### src/design/stg_pkg.sv
// ----------------------------------------------------------------------------
// stg_pkg
// Shared types and constants of the square tone generator.
// ----------------------------------------------------------------------------
package stg_pkg;

   localparam int CHANNELS       = 8;
   localparam int COUNTER_WIDTH  = 16;
   localparam int HALF_WIDTH     = 15;
   localparam int BUDGET_WIDTH   = 32;
   localparam int PRESCALE_WIDTH = 16;
   localparam int OUT_LANES      = 8;
   localparam int DIV_WIDTH      = 32;
   localparam int DIVISOR_WIDTH  = 16;
   localparam int STEP_WIDTH     = $clog2(DIV_WIDTH);
   localparam int SCALED_WIDTH   = 2 * DIV_WIDTH;
   localparam int RECIP_SHIFT    = 41;
   localparam int APB_DATA_WIDTH = 32;
   localparam int APB_ADDR_WIDTH = 2;

   localparam logic [PRESCALE_WIDTH-1:0] PRESCALE_RESET = 16'd59;
   localparam logic [DIV_WIDTH-1:0]      TICK_RATE      = 32'd1000000;
   localparam logic [15:0]               FREQ_MIN       = 16'd20;
   localparam logic [15:0]               FREQ_MAX       = 16'd20000;
   // ceil(2^41 / 1000): exact floor division by 1000 for dividends below 2^32
   localparam logic [DIV_WIDTH-1:0]      MS_RECIP       = 32'd2199023256;

   typedef enum logic [1:0] {
      OP_TICK  = 2'd0,
      OP_START = 2'd1,
      OP_STOP  = 2'd2,
      OP_NONE  = 2'd3
   } op_type;

   typedef struct packed {
      op_type      op;
      logic [2:0]  channel;
      logic [15:0] frequency;
      logic [15:0] duration_ms;
   } req_type;

   typedef struct packed {
      logic [7:0] levels;
      logic [7:0] active_mask;
      logic       rejected;
   } rsp_type;

   typedef struct packed {
      logic tick;
      logic stop;
      logic load;
      logic half_done;
      logic commit;
      logic reject;
      logic push;
   } cmd_type;

   typedef struct packed {
      logic freq_ok;
      logic chan_ok;
      logic div_done;
   } status_type;

endpackage

### src/design/square_tone_generator.sv
// ----------------------------------------------------------------------------
// square_tone_generator
// Multi-channel square-wave tone generator with a shared microsecond timebase.
// ----------------------------------------------------------------------------
// Usage:
//   req_* carries one command beat: a timer tick, a start tone, a stop tone or a no-op.
//   rsp_* returns one beat per command: channel levels, running mask and a
//   reject flag for a start whose frequency lies outside 20..20000 Hz.
//   The APB port holds the prescale register (timer clocks per us, minus one).
// Sequencing:
//   Ticks, stops, no-ops and rejected starts are registered into the result
//   queue on acceptance, and such beats may follow every cycle while req_stall is low.
//   A valid start holds req_stall through 32 steps of the one-bit-per-cycle
//   half period divider, a handoff state and a commit state that pushes its
//   result beat; no new beat is taken before the commit.
//   The toggle budget is formed meanwhile by a reciprocal multiply.
// Stalls:
//   A two-beat result queue absorbs rsp_stall; req_stall rises only when the
//   queue is full or a start is being computed.
// Reset:
//   All channels stop with level low, the timebase clears, prescale returns
//   to 59 and the result queue empties.
// ----------------------------------------------------------------------------
module square_tone_generator
   import stg_pkg::*;
(
   input  logic                      clock,
   input  logic                      reset,
   input  logic                      req_valid,
   output logic                      req_stall,
   input  req_type                   req_data,
   output logic                      rsp_valid,
   input  logic                      rsp_stall,
   output rsp_type                   rsp_data,
   input  logic                      psel,
   input  logic                      penable,
   input  logic                      pwrite,
   input  logic [APB_ADDR_WIDTH-1:0] paddr,
   input  logic [APB_DATA_WIDTH-1:0] pwdata,
   output logic [APB_DATA_WIDTH-1:0] prdata,
   output logic                      pready
);

   logic [PRESCALE_WIDTH-1:0] prescale_ff, prescale_in;
   logic                      csr_write;
   cmd_type                   cmd;
   status_type                status;
   rsp_type                   rsp_next;
   logic                      queue_full;

   // single register: every address decodes to prescale
   assign pready    = 1'b1;
   assign csr_write = psel && penable && pwrite && (paddr == paddr);
   assign prdata    = APB_DATA_WIDTH'(prescale_ff);

   always_comb begin
      prescale_in = prescale_ff;
      if (csr_write) begin
         prescale_in = pwdata[PRESCALE_WIDTH-1:0];
      end
   end

   always_ff @(posedge clock) begin
      if (reset) begin
         prescale_ff <= PRESCALE_RESET;
      end else begin
         prescale_ff <= prescale_in;
      end
   end

   stg_ctrl u_ctrl (
      .clock      (clock),
      .reset      (reset),
      .req_valid  (req_valid),
      .req_op     (req_data.op),
      .status     (status),
      .queue_full (queue_full),
      .req_stall  (req_stall),
      .cmd        (cmd)
   );

   stg_datapath u_datapath (
      .clock    (clock),
      .reset    (reset),
      .cmd      (cmd),
      .req      (req_data),
      .prescale (prescale_ff),
      .status   (status),
      .rsp_next (rsp_next)
   );

   stg_rsp_queue u_rsp_queue (
      .clock     (clock),
      .reset     (reset),
      .push      (cmd.push),
      .push_data (rsp_next),
      .full      (queue_full),
      .rsp_valid (rsp_valid),
      .rsp_stall (rsp_stall),
      .rsp_data  (rsp_data)
   );

endmodule

### src/design/stg_divider.sv
// ----------------------------------------------------------------------------
// stg_divider
// Restoring divider, one quotient bit per cycle.
// ----------------------------------------------------------------------------
module stg_divider
   import stg_pkg::*;
(
   input  logic                     clock,
   input  logic                     reset,
   input  logic                     start,
   input  logic [DIV_WIDTH-1:0]     dividend,
   input  logic [DIVISOR_WIDTH-1:0] divisor,
   output logic                     done,
   output logic [DIV_WIDTH-1:0]     quotient
);

   logic                     busy_ff, busy_in;
   logic                     done_ff, done_in;
   logic [STEP_WIDTH-1:0]    step_ff, step_in;
   logic [DIV_WIDTH-1:0]     work_ff, work_in;
   logic [DIVISOR_WIDTH-1:0] rem_ff, rem_in;
   logic [DIVISOR_WIDTH-1:0] divisor_ff, divisor_in;
   logic [DIVISOR_WIDTH:0]   trial;
   logic [DIVISOR_WIDTH:0]   diff;
   logic                     fits;

   always_comb begin
      trial      = {rem_ff, work_ff[DIV_WIDTH-1]};
      diff       = trial - {1'b0, divisor_ff};
      fits       = trial >= {1'b0, divisor_ff};
      busy_in    = busy_ff;
      done_in    = 1'b0;
      step_in    = step_ff;
      work_in    = work_ff;
      rem_in     = rem_ff;
      divisor_in = divisor_ff;
      if (start) begin
         busy_in    = 1'b1;
         step_in    = '0;
         work_in    = dividend;
         rem_in     = '0;
         divisor_in = divisor;
      end else if (busy_ff) begin
         work_in = {work_ff[DIV_WIDTH-2:0], fits};
         rem_in  = fits ? diff[DIVISOR_WIDTH-1:0] : trial[DIVISOR_WIDTH-1:0];
         step_in = step_ff + 1'b1;
         if (step_ff == STEP_WIDTH'(DIV_WIDTH - 1)) begin
            busy_in = 1'b0;
            done_in = 1'b1;
         end
      end
   end

   always_ff @(posedge clock) begin
      if (reset) begin
         busy_ff <= 1'b0;
         done_ff <= 1'b0;
         step_ff <= '0;
      end else begin
         busy_ff <= busy_in;
         done_ff <= done_in;
         step_ff <= step_in;
      end
      work_ff    <= work_in;
      rem_ff     <= rem_in;
      divisor_ff <= divisor_in;
   end

   assign done     = done_ff;
   assign quotient = work_ff;

endmodule

### src/design/stg_datapath.sv
// ----------------------------------------------------------------------------
// stg_datapath
// Timebase, per-channel compare state and start arithmetic.
// ----------------------------------------------------------------------------
module stg_datapath
   import stg_pkg::*;
(
   input  logic                      clock,
   input  logic                      reset,
   input  cmd_type                   cmd,
   input  req_type                   req,
   input  logic [PRESCALE_WIDTH-1:0] prescale,
   output status_type                status,
   output rsp_type                   rsp_next
);

   logic [PRESCALE_WIDTH-1:0] presc_cnt_ff, presc_cnt_in;
   logic [COUNTER_WIDTH-1:0]  counter_ff, counter_in;
   logic [COUNTER_WIDTH-1:0]  counter_step;
   logic                      wrap;

   logic [HALF_WIDTH-1:0]     half_period_ff [CHANNELS];
   logic [HALF_WIDTH-1:0]     half_period_in [CHANNELS];
   logic [COUNTER_WIDTH-1:0]  compare_ff     [CHANNELS];
   logic [COUNTER_WIDTH-1:0]  compare_in     [CHANNELS];
   logic [BUDGET_WIDTH-1:0]   toggles_ff     [CHANNELS];
   logic [BUDGET_WIDTH-1:0]   toggles_in     [CHANNELS];
   logic [CHANNELS-1:0]       forever_ff, forever_in;
   logic [CHANNELS-1:0]       running_ff, running_in;
   logic [CHANNELS-1:0]       level_ff, level_in;

   logic [CHANNELS-1:0]       chan_sel_ff, chan_sel_in;
   logic [DIVISOR_WIDTH-1:0]  two_f;
   logic [DIVISOR_WIDTH-1:0]  two_f_ff;
   logic [15:0]               dur_ff;
   logic [HALF_WIDTH-1:0]     half_ff;
   logic [DIV_WIDTH-1:0]      product_ff;
   logic [SCALED_WIDTH-1:0]   scaled;
   logic [BUDGET_WIDTH-1:0]   budget_ff;

   logic                      div_start;
   logic [DIV_WIDTH-1:0]      div_dividend;
   logic [DIVISOR_WIDTH-1:0]  div_divisor;
   logic                      div_done;
   logic [DIV_WIDTH-1:0]      div_quotient;

   // frequency is at most 20000 on any accepted start, so 2f fits 16 bits
   assign two_f = {req.frequency[14:0], 1'b0};

   assign div_start    = cmd.load;
   assign div_dividend = TICK_RATE;
   assign div_divisor  = two_f;

   stg_divider u_divider (
      .clock    (clock),
      .reset    (reset),
      .start    (div_start),
      .dividend (div_dividend),
      .divisor  (div_divisor),
      .done     (div_done),
      .quotient (div_quotient)
   );

   assign status.freq_ok  = (req.frequency >= FREQ_MIN) && (req.frequency <= FREQ_MAX);
   assign status.chan_ok  = int'(req.channel) < CHANNELS;
   assign status.div_done = div_done;

   always_comb begin
      for (int c = 0; c < CHANNELS; c++) begin
         chan_sel_in[c] = int'(req.channel) == c;
      end
   end

   always_comb begin
      wrap         = presc_cnt_ff >= prescale;
      counter_step = counter_ff + 1'b1;
      presc_cnt_in = presc_cnt_ff;
      counter_in   = counter_ff;
      if (cmd.tick) begin
         if (wrap) begin
            presc_cnt_in = '0;
            counter_in   = counter_step;
         end else begin
            presc_cnt_in = presc_cnt_ff + 1'b1;
         end
      end
   end

   always_comb begin
      for (int c = 0; c < CHANNELS; c++) begin
         half_period_in[c] = half_period_ff[c];
         compare_in[c]     = compare_ff[c];
         toggles_in[c]     = toggles_ff[c];
         forever_in[c]     = forever_ff[c];
         running_in[c]     = running_ff[c];
         level_in[c]       = level_ff[c];
         priority if (cmd.tick && wrap && running_ff[c] && compare_ff[c] == counter_step) begin
            level_in[c]   = ~level_ff[c];
            compare_in[c] = compare_ff[c] + COUNTER_WIDTH'(half_period_ff[c]);
            if (!forever_ff[c]) begin
               if (toggles_ff[c] != '0) begin
                  toggles_in[c] = toggles_ff[c] - 1'b1;
               end else begin
                  running_in[c]     = 1'b0;
                  forever_in[c]     = 1'b0;
                  half_period_in[c] = '0;
                  toggles_in[c]     = '0;
                  level_in[c]       = 1'b0;
               end
            end
         end else if (cmd.stop && chan_sel_in[c]) begin
            running_in[c]     = 1'b0;
            forever_in[c]     = 1'b0;
            half_period_in[c] = '0;
            toggles_in[c]     = '0;
            level_in[c]       = 1'b0;
         end else if (cmd.commit && chan_sel_ff[c]) begin
            half_period_in[c] = half_ff;
            compare_in[c]     = counter_ff + COUNTER_WIDTH'(half_ff);
            level_in[c]       = 1'b0;
            running_in[c]     = 1'b1;
            forever_in[c]     = dur_ff == '0;
            toggles_in[c]     = (dur_ff == '0) ? '0 : budget_ff;
         end else begin
            level_in[c] = level_ff[c];
         end
      end
   end

   always_ff @(posedge clock) begin
      if (reset) begin
         presc_cnt_ff <= '0;
         counter_ff   <= '0;
         forever_ff   <= '0;
         running_ff   <= '0;
         level_ff     <= '0;
         for (int c = 0; c < CHANNELS; c++) begin
            half_period_ff[c] <= '0;
            compare_ff[c]     <= '0;
            toggles_ff[c]     <= '0;
         end
      end else begin
         presc_cnt_ff <= presc_cnt_in;
         counter_ff   <= counter_in;
         forever_ff   <= forever_in;
         running_ff   <= running_in;
         level_ff     <= level_in;
         for (int c = 0; c < CHANNELS; c++) begin
            half_period_ff[c] <= half_period_in[c];
            compare_ff[c]     <= compare_in[c];
            toggles_ff[c]     <= toggles_in[c];
         end
      end
   end

   // budget = floor(2f * d / 1000) by reciprocal multiply, registered in product_ff then budget_ff
   assign scaled = SCALED_WIDTH'(product_ff) * SCALED_WIDTH'(MS_RECIP);

   always_ff @(posedge clock) begin
      if (cmd.load) begin
         chan_sel_ff <= chan_sel_in;
         two_f_ff    <= two_f;
         dur_ff      <= req.duration_ms;
      end
      if (cmd.half_done) begin
         half_ff <= div_quotient[HALF_WIDTH-1:0];
      end
      product_ff <= DIV_WIDTH'(two_f_ff) * DIV_WIDTH'(dur_ff);
      budget_ff  <= BUDGET_WIDTH'(scaled[SCALED_WIDTH-1:RECIP_SHIFT]);
   end

   for (genvar i = 0; i < OUT_LANES; i++) begin : g_lane
      if (i < CHANNELS) begin : g_used
         assign rsp_next.levels[i]      = level_in[i];
         assign rsp_next.active_mask[i] = running_in[i];
      end else begin : g_unused
         assign rsp_next.levels[i]      = 1'b0;
         assign rsp_next.active_mask[i] = 1'b0;
      end
   end

   assign rsp_next.rejected = cmd.reject;

endmodule

### src/design/stg_ctrl.sv
// ----------------------------------------------------------------------------
// stg_ctrl
// Sequencer: accepts items and steps a start through the half-period division.
// ----------------------------------------------------------------------------
module stg_ctrl
   import stg_pkg::*;
(
   input  logic       clock,
   input  logic       reset,
   input  logic       req_valid,
   input  op_type     req_op,
   input  status_type status,
   input  logic       queue_full,
   output logic       req_stall,
   output cmd_type    cmd
);

   typedef enum logic [2:0] {
      ST_IDLE   = 3'b001,
      ST_HALF   = 3'b010,
      ST_COMMIT = 3'b100
   } state_type;

   state_type state_ff, state_in;
   logic      ready;

   assign ready     = (state_ff == ST_IDLE) && !queue_full;
   assign req_stall = !ready;

   always_comb begin
      cmd      = '0;
      state_in = state_ff;
      unique case (state_ff)
         ST_IDLE: begin
            if (ready && req_valid) begin
               unique case (req_op)
                  OP_TICK: begin
                     cmd.tick = 1'b1;
                     cmd.push = 1'b1;
                  end
                  OP_START: begin
                     priority if (!status.freq_ok) begin
                        cmd.reject = 1'b1;
                        cmd.push   = 1'b1;
                     end else if (!status.chan_ok) begin
                        cmd.push = 1'b1;
                     end else begin
                        cmd.load = 1'b1;
                        state_in = ST_HALF;
                     end
                  end
                  OP_STOP: begin
                     cmd.stop = 1'b1;
                     cmd.push = 1'b1;
                  end
                  OP_NONE: begin
                     cmd.push = 1'b1;
                  end
               endcase
            end
         end
         ST_HALF: begin
            if (status.div_done) begin
               cmd.half_done = 1'b1;
               state_in      = ST_COMMIT;
            end
         end
         ST_COMMIT: begin
            cmd.commit = 1'b1;
            cmd.push   = 1'b1;
            state_in   = ST_IDLE;
         end
         default: begin
            state_in = ST_IDLE;
         end
      endcase
   end

   always_ff @(posedge clock) begin
      if (reset) begin
         state_ff <= ST_IDLE;
      end else begin
         state_ff <= state_in;
      end
   end

endmodule

### src/design/stg_rsp_queue.sv
// ----------------------------------------------------------------------------
// stg_rsp_queue
// Two-beat result queue between the datapath and the result channel.
// ----------------------------------------------------------------------------
module stg_rsp_queue
   import stg_pkg::*;
(
   input  logic    clock,
   input  logic    reset,
   input  logic    push,
   input  rsp_type push_data,
   output logic    full,
   output logic    rsp_valid,
   input  logic    rsp_stall,
   output rsp_type rsp_data
);

   rsp_type    entry_ff [2];
   logic       wr_ptr_ff, wr_ptr_in;
   logic       rd_ptr_ff, rd_ptr_in;
   logic [1:0] count_ff, count_in;
   logic       pop;

   assign rsp_valid = count_ff != 2'd0;
   assign full      = count_ff == 2'd2;
   assign rsp_data  = entry_ff[rd_ptr_ff];
   assign pop       = rsp_valid && !rsp_stall;

   always_comb begin
      wr_ptr_in = push ? ~wr_ptr_ff : wr_ptr_ff;
      rd_ptr_in = pop ? ~rd_ptr_ff : rd_ptr_ff;
      count_in  = count_ff + {1'b0, push} - {1'b0, pop};
   end

   always_ff @(posedge clock) begin
      if (reset) begin
         wr_ptr_ff <= 1'b0;
         rd_ptr_ff <= 1'b0;
         count_ff  <= 2'd0;
      end else begin
         wr_ptr_ff <= wr_ptr_in;
         rd_ptr_ff <= rd_ptr_in;
         count_ff  <= count_in;
      end
      if (push) begin
         entry_ff[wr_ptr_ff] <= push_data;
      end
   end

endmodule

### config.mk
export PLATFORM = sky130hd
export DESIGN_NAME = square_tone_generator
export DESIGN_NICKNAME = d
export VERILOG_FILES = /design/src/design/stg_pkg.sv /design/src/design/square_tone_generator.sv /design/src/design/stg_divider.sv /design/src/design/stg_datapath.sv /design/src/design/stg_ctrl.sv /design/src/design/stg_rsp_queue.sv
export SDC_FILE = /design/constraint.sdc
export NUM_CORES = 2
export LEC_CHECK = 0
export ABC_AREA = 1
export BUFFER_PORTS_ARGS = -buffer_cell sky130_fd_sc_hd__buf_2
export CORE_ASPECT_RATIO = 1.1
export CORE_MARGIN = 3
export CORE_UTILIZATION = 45
export CTS_CLUSTER_SIZE = 16
export DETAILED_ROUTE_END_ITERATION = 6
export GPL_ROUTABILITY_DRIVEN = 1
export SYNTH_ARGS = -nofsm -noshare
export SYNTH_HDL_FRONTEND = slang
export SYNTH_HIERARCHICAL = 1
export SYNTH_SLANG_ARGS = --single-unit
### constraint.sdc
create_clock -name clock -period 7.38 [get_ports clock]
set_input_delay 0 -clock clock [delete_from_list [all_inputs] [get_ports clock]]
set_output_delay 0 -clock clock [all_outputs]
set_load 0.005 [all_outputs]
Yosys cells after proc, flatten, opt, wreduce, memory -nomap -nowiden
Memories as Yosys holds them, arrays and structs flattened. A register that Yosys moved wholly into a read port is not among the register bits.
Index checks and enable logic that the tools add are counted.
{"block": "classes", "bitwise": 35, "reduce_logical": 67, "multipliers": 2, "n_addsub": 23, "eq_ne": 27, "magnitude_cmp": 4, "mux": 274}
{"operator": "32-bit two-way mux", "count": 48}
{"operator": "15-bit two-way mux", "count": 48}
{"operator": "16-bit two-way mux", "count": 34}
{"operator": "32-bit nonzero test", "count": 8}
{"operator": "32-bit by 1-bit subtractor with 32-bit output, second input constant", "count": 8}
{"operator": "16-bit by 15-bit adder with 16-bit output", "count": 9}
{"operator": "1-bit two-way mux", "count": 133}
{"operator": "16-bit equality test", "count": 8}
{"operator": "31-bit by 29-bit multiplier with 60-bit output, second input constant", "count": 1}
{"operator": "1-bit logical AND", "count": 39}
{"operator": "16-bit by 1-bit adder with 16-bit output, second input constant", "count": 2}
{"operator": "15-bit by 16-bit multiplier with 31-bit output", "count": 1}
{"operator": "1-bit bitwise OR", "count": 24}
{"operator": "3-bit nonzero test", "count": 8}
{"operator": "23-bit two-way mux", "count": 1}
{"operator": "3-bit two-way mux", "count": 6}
{"operator": "17-bit by 16-bit greater-or-equal comparator with 1-bit output", "count": 1}
{"operator": "16-bit greater-or-equal comparator", "count": 1}
{"operator": "16-bit by 5-bit greater-or-equal comparator with 1-bit output, second input constant", "count": 1}
{"operator": "16-bit by 15-bit less-or-equal comparator with 1-bit output, second input constant", "count": 1}
{"operator": "16-bit zero test", "count": 1}
{"operator": "16-bit subtractor", "count": 1}
{"operator": "3-bit equality test, second input constant", "count": 5}
{"operator": "1-bit inverter", "count": 11}
{"operator": "21 further kinds", "count": 32}
{"block": "word_totals", "reg_bits": 242, "word_cells": 464, "out_inout_bits": 52, "mem_count": 4, "input_bits": 78, "ram_bits": 538}
{"name": "u_datapath.toggles_ff", "depth": 8, "word_bits": 32, "rd": 8, "rd_ports_with_merged_regs": 0, "write_ports": 8, "line_no": "stg_datapath.sv:26", "source": "logic [BUDGET_WIDTH-1:0] toggles_ff [CHANNELS];"}
{"name": "u_datapath.compare_ff", "depth": 8, "word_bits": 16, "rd": 8, "rd_ports_with_merged_regs": 0, "write_ports": 8, "line_no": "stg_datapath.sv:24", "source": "logic [COUNTER_WIDTH-1:0] compare_ff [CHANNELS];"}
{"name": "u_datapath.half_period_ff", "depth": 8, "word_bits": 15, "rd": 8, "rd_ports_with_merged_regs": 0, "write_ports": 8, "line_no": "stg_datapath.sv:22", "source": "logic [HALF_WIDTH-1:0] half_period_ff [CHANNELS];"}
{"name": "u_rsp_queue.entry_ff", "depth": 2, "word_bits": 17, "rd": 1, "rd_ports_with_merged_regs": 1, "write_ports": 1, "line_no": "stg_rsp_queue.sv:18", "source": "rsp_type entry_ff [2];"}

Longest topological paths before layout
{"block": "depth", "depth_word": 11, "depth_mapped": 27, "depth_no_buf": 27}

By module
The synthesis kept the hierarchy.
{"mod": "stg_datapath", "cells_each": 10647, "seq_area_each_um2": 13913.3, "instances": 1, "area_each_um2": 71084.4}
{"mod": "stg_divider", "cells_each": 528, "seq_area_each_um2": 1901.8, "instances": 1, "area_each_um2": 4063.9}
{"mod": "stg_rsp_queue", "cells_each": 89, "seq_area_each_um2": 1121.1, "instances": 1, "area_each_um2": 1520.2}
{"mod": "square_tone_generator", "cells_each": 110, "seq_area_each_um2": 320.3, "instances": 1, "area_each_um2": 779.5}
{"mod": "stg_ctrl", "cells_each": 31, "seq_area_each_um2": 60.1, "instances": 1, "area_each_um2": 231.5}

Worst setup path after synthesis
OpenSTA, ideal clock, no wires.
{"block": "synth_path", "path_kind": "reg2reg", "from": "register u_datapath.product_ff[9]", "to": "register u_datapath.budget_ff[12]", "t_arrival_ns": 5.671, "required_ns": 7.268, "path_stages_with_launch": 28, "setup_ns": 0.112, "setup_slack_ns": 1.597, "path_buffers": 0, "period_less_slack_ns": 5.783, "path_cell_list": "dfxtp_1 > ha_1 > fa_1 > fa_1 > inv_1 > fa_1 > inv_1 > fa_1 > inv_1 > fa_1 > inv_1 > fa_1 > inv_1 > fa_1 > inv_1 > ha_1 > nand2_1 > inv_1 > a21oi_1 > o21ai_0 > a31oi_1 > o21ai_0 > nand2_1 > nand2_1 > a21oi_1 > inv_1 > nand2_1 > nand2_1"}
{"block": "synth_between", "elab_chain_cells": 1}
{"item": "start, declared", "line_no": "stg_datapath.sv:37", "source": "logic [DIV_WIDTH-1:0] product_ff;"}
{"item": "start signal, assigned", "line_no": "stg_datapath.sv:168", "source": "product_ff <= DIV_WIDTH'(two_f_ff) * DIV_WIDTH'(dur_ff);"}
{"item": "31-bit by 29-bit multiplier with 60-bit output", "line_no": "stg_datapath.sv:157", "source": "assign scaled = SCALED_WIDTH'(product_ff) * SCALED_WIDTH'(MS_RECIP);"}
{"item": "via u_datapath.scaled[53]", "line_no": "stg_datapath.sv:38", "source": "logic [SCALED_WIDTH-1:0] scaled;"}
{"item": "end signal, assigned", "line_no": "stg_datapath.sv:169", "source": "budget_ff <= BUDGET_WIDTH'(scaled[SCALED_WIDTH-1:RECIP_SHIFT]);"}
{"item": "end, declared", "line_no": "stg_datapath.sv:39", "source": "logic [BUDGET_WIDTH-1:0] budget_ff;"}
The timed path passes the listed nets, and every way through them passes these cells.
A chain may end at the register's enable or synchronous reset.

Final worst setup path
{"block": "layout_path", "from": "register u_datapath.product_ff[21]", "to": "register u_datapath.budget_ff[9]"}
The elaborated chain is that of the path after synthesis.

==> flow_metrics.tcl <==
set metrics [dict create \
    status "finished with violations" \
    failed_checks "design-rule violations" \
    grt_pass1_wl_um 404000 \
    core_area_um2 171000 \
    die_area_um2 178000 \
    r2r-end "u_datapath/budget_ff[9]" \
    synthesis.instances 11405 \
    holdPathEnd "u_datapath/two_f_ff[5]" \
    avgViaCountPerCell 5.35 \
    synth_area_um2 77700 \
    drcViolationCount 12 \
    drt_first_pass_iters 7 \
    slew_headroom_pct 17.7 \
    finalClockSkew_ps 51.4 \
    die_h_um 442 \
    synth_cell_types 66 \
    cts-buffers-inserted 99 \
    vias 73946 \
    post_drt_wl_per_cell_um 19.1 \
    grt_pass1_vias 70473 \
    hp-start "req_data[20]" \
    cpMostUsedCell "fa_1" \
    fin_crit_sh_pct 88.2 \
    hold_path_depth 2 \
    initial_core_util_pct 45.4 \
    drive_gt1_share_pct 4.82 \
    grt_setup_unrepaired "no" \
    slowest_stage "dfxtp_1" \
    clkSlewWorstSetupHoldPaths_ps 60 \
    grt_max_degree 183 \
    critPathLaunchType "flop" \
    setup_viol 0 \
    fmax_mhz 154 \
    async_flop_share_pct 0 \
    cts-root-buf "clkbuf_16" \
    synthFlopType "dfxtp_1" \
    clock_sinks 797 \
    grt_overflow 0 \
    cts_buffer_depth 3 \
    synth_edf_count 136 \
    ant_nets 0 \
    drv_cap 0 \
    area_growth_pct 9.35 \
    r2r_slack_ps 870 \
    io_pins 130 \
    gp_congestion 0.979 \
    dr.first_iter.drc_count 6014 \
    finalHoldViolCount 0 \
    insertion_delay_ps 760 \
    place_hpwl_um 192000 \
    ys_warn_count 6 \
    worst_setup_path_end_kind "flop" \
    cp.required_ps 8000 \
    max_slew.worst_pin.slew_ps 1230 \
    cp_cell_sequence "ha_1 > fa_1 > fa_1 > inv_1 > fa_1 > inv_1 > fa_1 > fa_1 > fa_1 > inv_1 > fa_1 > inv_1 > ha_1 > nand2_1 > nor2_1 > inv_1 > nor2_1 > nand3_1 > o21ai_0 > a21oi_1 > xnor2_1" \
    fin_nets 12680 \
    ys_ff_latch 797 \
    min_period_ps 6510 \
    r2r_cells 21 \
    reg2reg_from "u_datapath/product_ff[21]" \
    critPathMaxStageDelay_ps 770 \
    slew_violations 0 \
    num_rows 159 \
    fin_setup_tns_ps 0 \
    die_w_um 402 \
    cts_tree "built" \
    hold_path.class "in2reg" \
    grt_antenna_before_repair 6 \
    drt_wl_total_um 263000 \
    path_max_fanout 10 \
    track_usage_pct 28.8 \
    numPortBuffers 94 \
    synth_area_per_cell_um2 6.81 \
    htree_levels 3 \
    synth_seq_area_share_pct 22.3 \
    worst-setup-path-type "reg2reg" \
    arrival_ps 7140 \
]
[placed cells by master (no fill, tap or decap), types with 10 or more instances in the layout]
cell	Yosys	routed
a211oi_1	15	15
a21boi_0	11	11
a21o_1	18	18
a21oi_1	491	491
a31oi_1	26	26
buf_2	115	93
buf_4	47	147
clkbuf_1	253	29
clkbuf_16	0	103
clkbuf_8	0	13
clkinv_1	6	11
clkinv_2	0	16
conb_1	4	51
dfxtp_1	661	661
dlygate4sd3_1	0	132
edfxtp_1	136	136
fa_1	477	477
ha_1	656	656
inv_1	1813	1811
mux2_4	10	10
nand2_1	2726	2724
nand2_2	34	36
nand3_1	1054	1054
nand3_2	12	12
nand3b_1	38	38
nand4_1	305	305
nor2_1	1478	1476
nor2_2	16	18
nor3_1	119	114
nor3_2	7	12
nor4_1	31	28
o211ai_1	11	11
o21ai_0	239	239
o21ai_1	18	18
o21bai_1	19	19
or2_2	19	19
xnor2_1	75	73
xor2_1	326	320
[critical path: cells and delay by family, from the launching register on]
| family | cells | cell delay (ps) |
|---|---|---|
| flip-flops | 1 | 770 |
| AO/OA/AOI/OAI | 2 | 540 |
| adder cells (fa/ha/maj) | 9 | 4100 |
| buffers and inverters | 5 | 270 |
| AND/OR/NAND/NOR | 4 | 530 |
| XOR/XNOR | 1 | 150 |
[synthesized netlist by cell type, drive strengths merged (4+ instances only)]
| cell type | n | share of area [%] |
|---|---|---|
| nor4 | 31 | 0.25 |
| conb | 4 | 0.019 |
| xor2 | 326 | 3.7 |
| buf | 205 | 1.5 |
| nor3b | 10 | 0.11 |
| nor2 | 1502 | 7.4 |
| o21bai | 20 | 0.20 |
| a31oi | 26 | 0.21 |
| inv | 1822 | 8.8 |
| or2 | 23 | 0.19 |
| a21o | 18 | 0.17 |
| o21ai | 258 | 1.7 |
| nand3b | 38 | 0.37 |
| o21a | 9 | 0.087 |
| nand2 | 2765 | 14 |
| edfxtp | 136 | 5.3 |
| a211oi | 15 | 0.14 |
| o211ai | 11 | 0.11 |
| o2111ai | 4 | 0.045 |
| dfxtp | 661 | 17 |
| nand3 | 1067 | 7.0 |
| xnor2 | 75 | 0.85 |
| clkinv | 6 | 0.029 |
| nor3 | 126 | 0.86 |
| and3 | 5 | 0.040 |
| fa | 477 | 12 |
| ha | 656 | 11 |
| a221oi | 4 | 0.045 |
| mux2 | 17 | 0.29 |
| a21oi | 492 | 3.2 |
| a21boi | 11 | 0.11 |
| clkbuf | 253 | 1.2 |
| nand4 | 311 | 2.6 |
[timing repair]
| action | 4_1_cts | 5_1_grt |
|---|---|---|
| setup endpoints to repair | 0 | 0 |
| hold buffers | 132 | 0 |
| resized for setup | 0 | 0 |
| setup buffers | 0 | 0 |
| endpoints found under the hold margin | 120 | 0 |
[logic make-up after synthesis]
kind of cell	count (synthesis)	synth area share, %
adder cells (fa/ha/maj)	1133	22.9
flip-flops	797	22.3
buffers and inverters	2286	11.6
AO/OA/AOI/OAI	885	6.16
AND/OR/NAND/NOR	5882	32.3
other	4	0.0193
multiplexers	17	0.295
XOR/XNOR	401	4.52
[per-layer routing]
| metal | global-route usage (%) | routed length (µm) | vias to the layer above |
|---|---|---|---|
| met2 | 47.9 | 122000 | 2367 |
| li1 | - | - | 36115 |
| met5 | 0 | 74 | - |
| met3 | 4.22 | 17500 | 607 |
| met1 | 36.1 | 107000 | 34851 |
| met4 | 15.5 | 16100 | 6 |
[final cells by class]
class | instances | area (µm²)
sequential | 797 | 17300
fill | 17202 | 86100
tap | 2254 | 2820
clock buffer | 145 | 2870
antenna | 3 | 7.51
clock inverter | 41 | 462
inverter | 1828 | 6870
timing repair buffer | 374 | 2930
multi-input combinational | 8369 | 51700
[sequential cells by signal, indices dropped and copies added, names as in the netlist, 15 cells and up, named ones only]
name / count
u_datapath/toggles_ff: 256
u_rsp_queue/entry_ff: 34
u_datapath/two_f_ff: 15
u_datapath/presc_cnt_ff: 16
u_datapath/u_divider/quotient: 32
u_datapath/dur_ff: 16
prescale_ff: 16
u_datapath/counter_ff: 16
u_datapath/u_divider/divisor_ff: 16
u_datapath/compare_ff: 128
u_datapath/product_ff: 31
u_datapath/half_ff: 15
u_datapath/budget_ff: 23
u_datapath/u_divider/rem_ff: 16
u_datapath/half_period_ff: 120
[per-stage QoR]
step	setup slack [ps]	cells	hold WS [ps]	area [µm²]	util [%]
2_1_floorplan	1600	11452	62.4	77900	-
3_3_place_gp	950	13490	177	80300	46.9
3_5_place_dp	961	13490	178	80300	46.9
4_1_cts	903	13808	0.203	84900	49.6
5_1_grt	627	13809	64.2	84900	49.6
6_report	867	13811	80.0	84900	49.6
[how the worst max path moves through the flow]
stage	start	endpoint	depth (start not counted)	slack, ps
after floorplan	u_datapath/product_ff[9]	u_datapath/budget_ff[12]	27	1600
after global placement	u_datapath/product_ff[19]	u_datapath/budget_ff[12]	22	950
after detailed placement	u_datapath/product_ff[18]	u_datapath/budget_ff[9]	21	960
after CTS	u_datapath/product_ff[19]	u_datapath/budget_ff[12]	22	900
after global routing	u_datapath/product_ff[21]	u_datapath/budget_ff[9]	21	630
final	u_datapath/product_ff[21]	u_datapath/budget_ff[9]	21	870
Power is not shown: default switching activity piles up to over one toggle a cycle in this logic, so the estimate is an artifact.
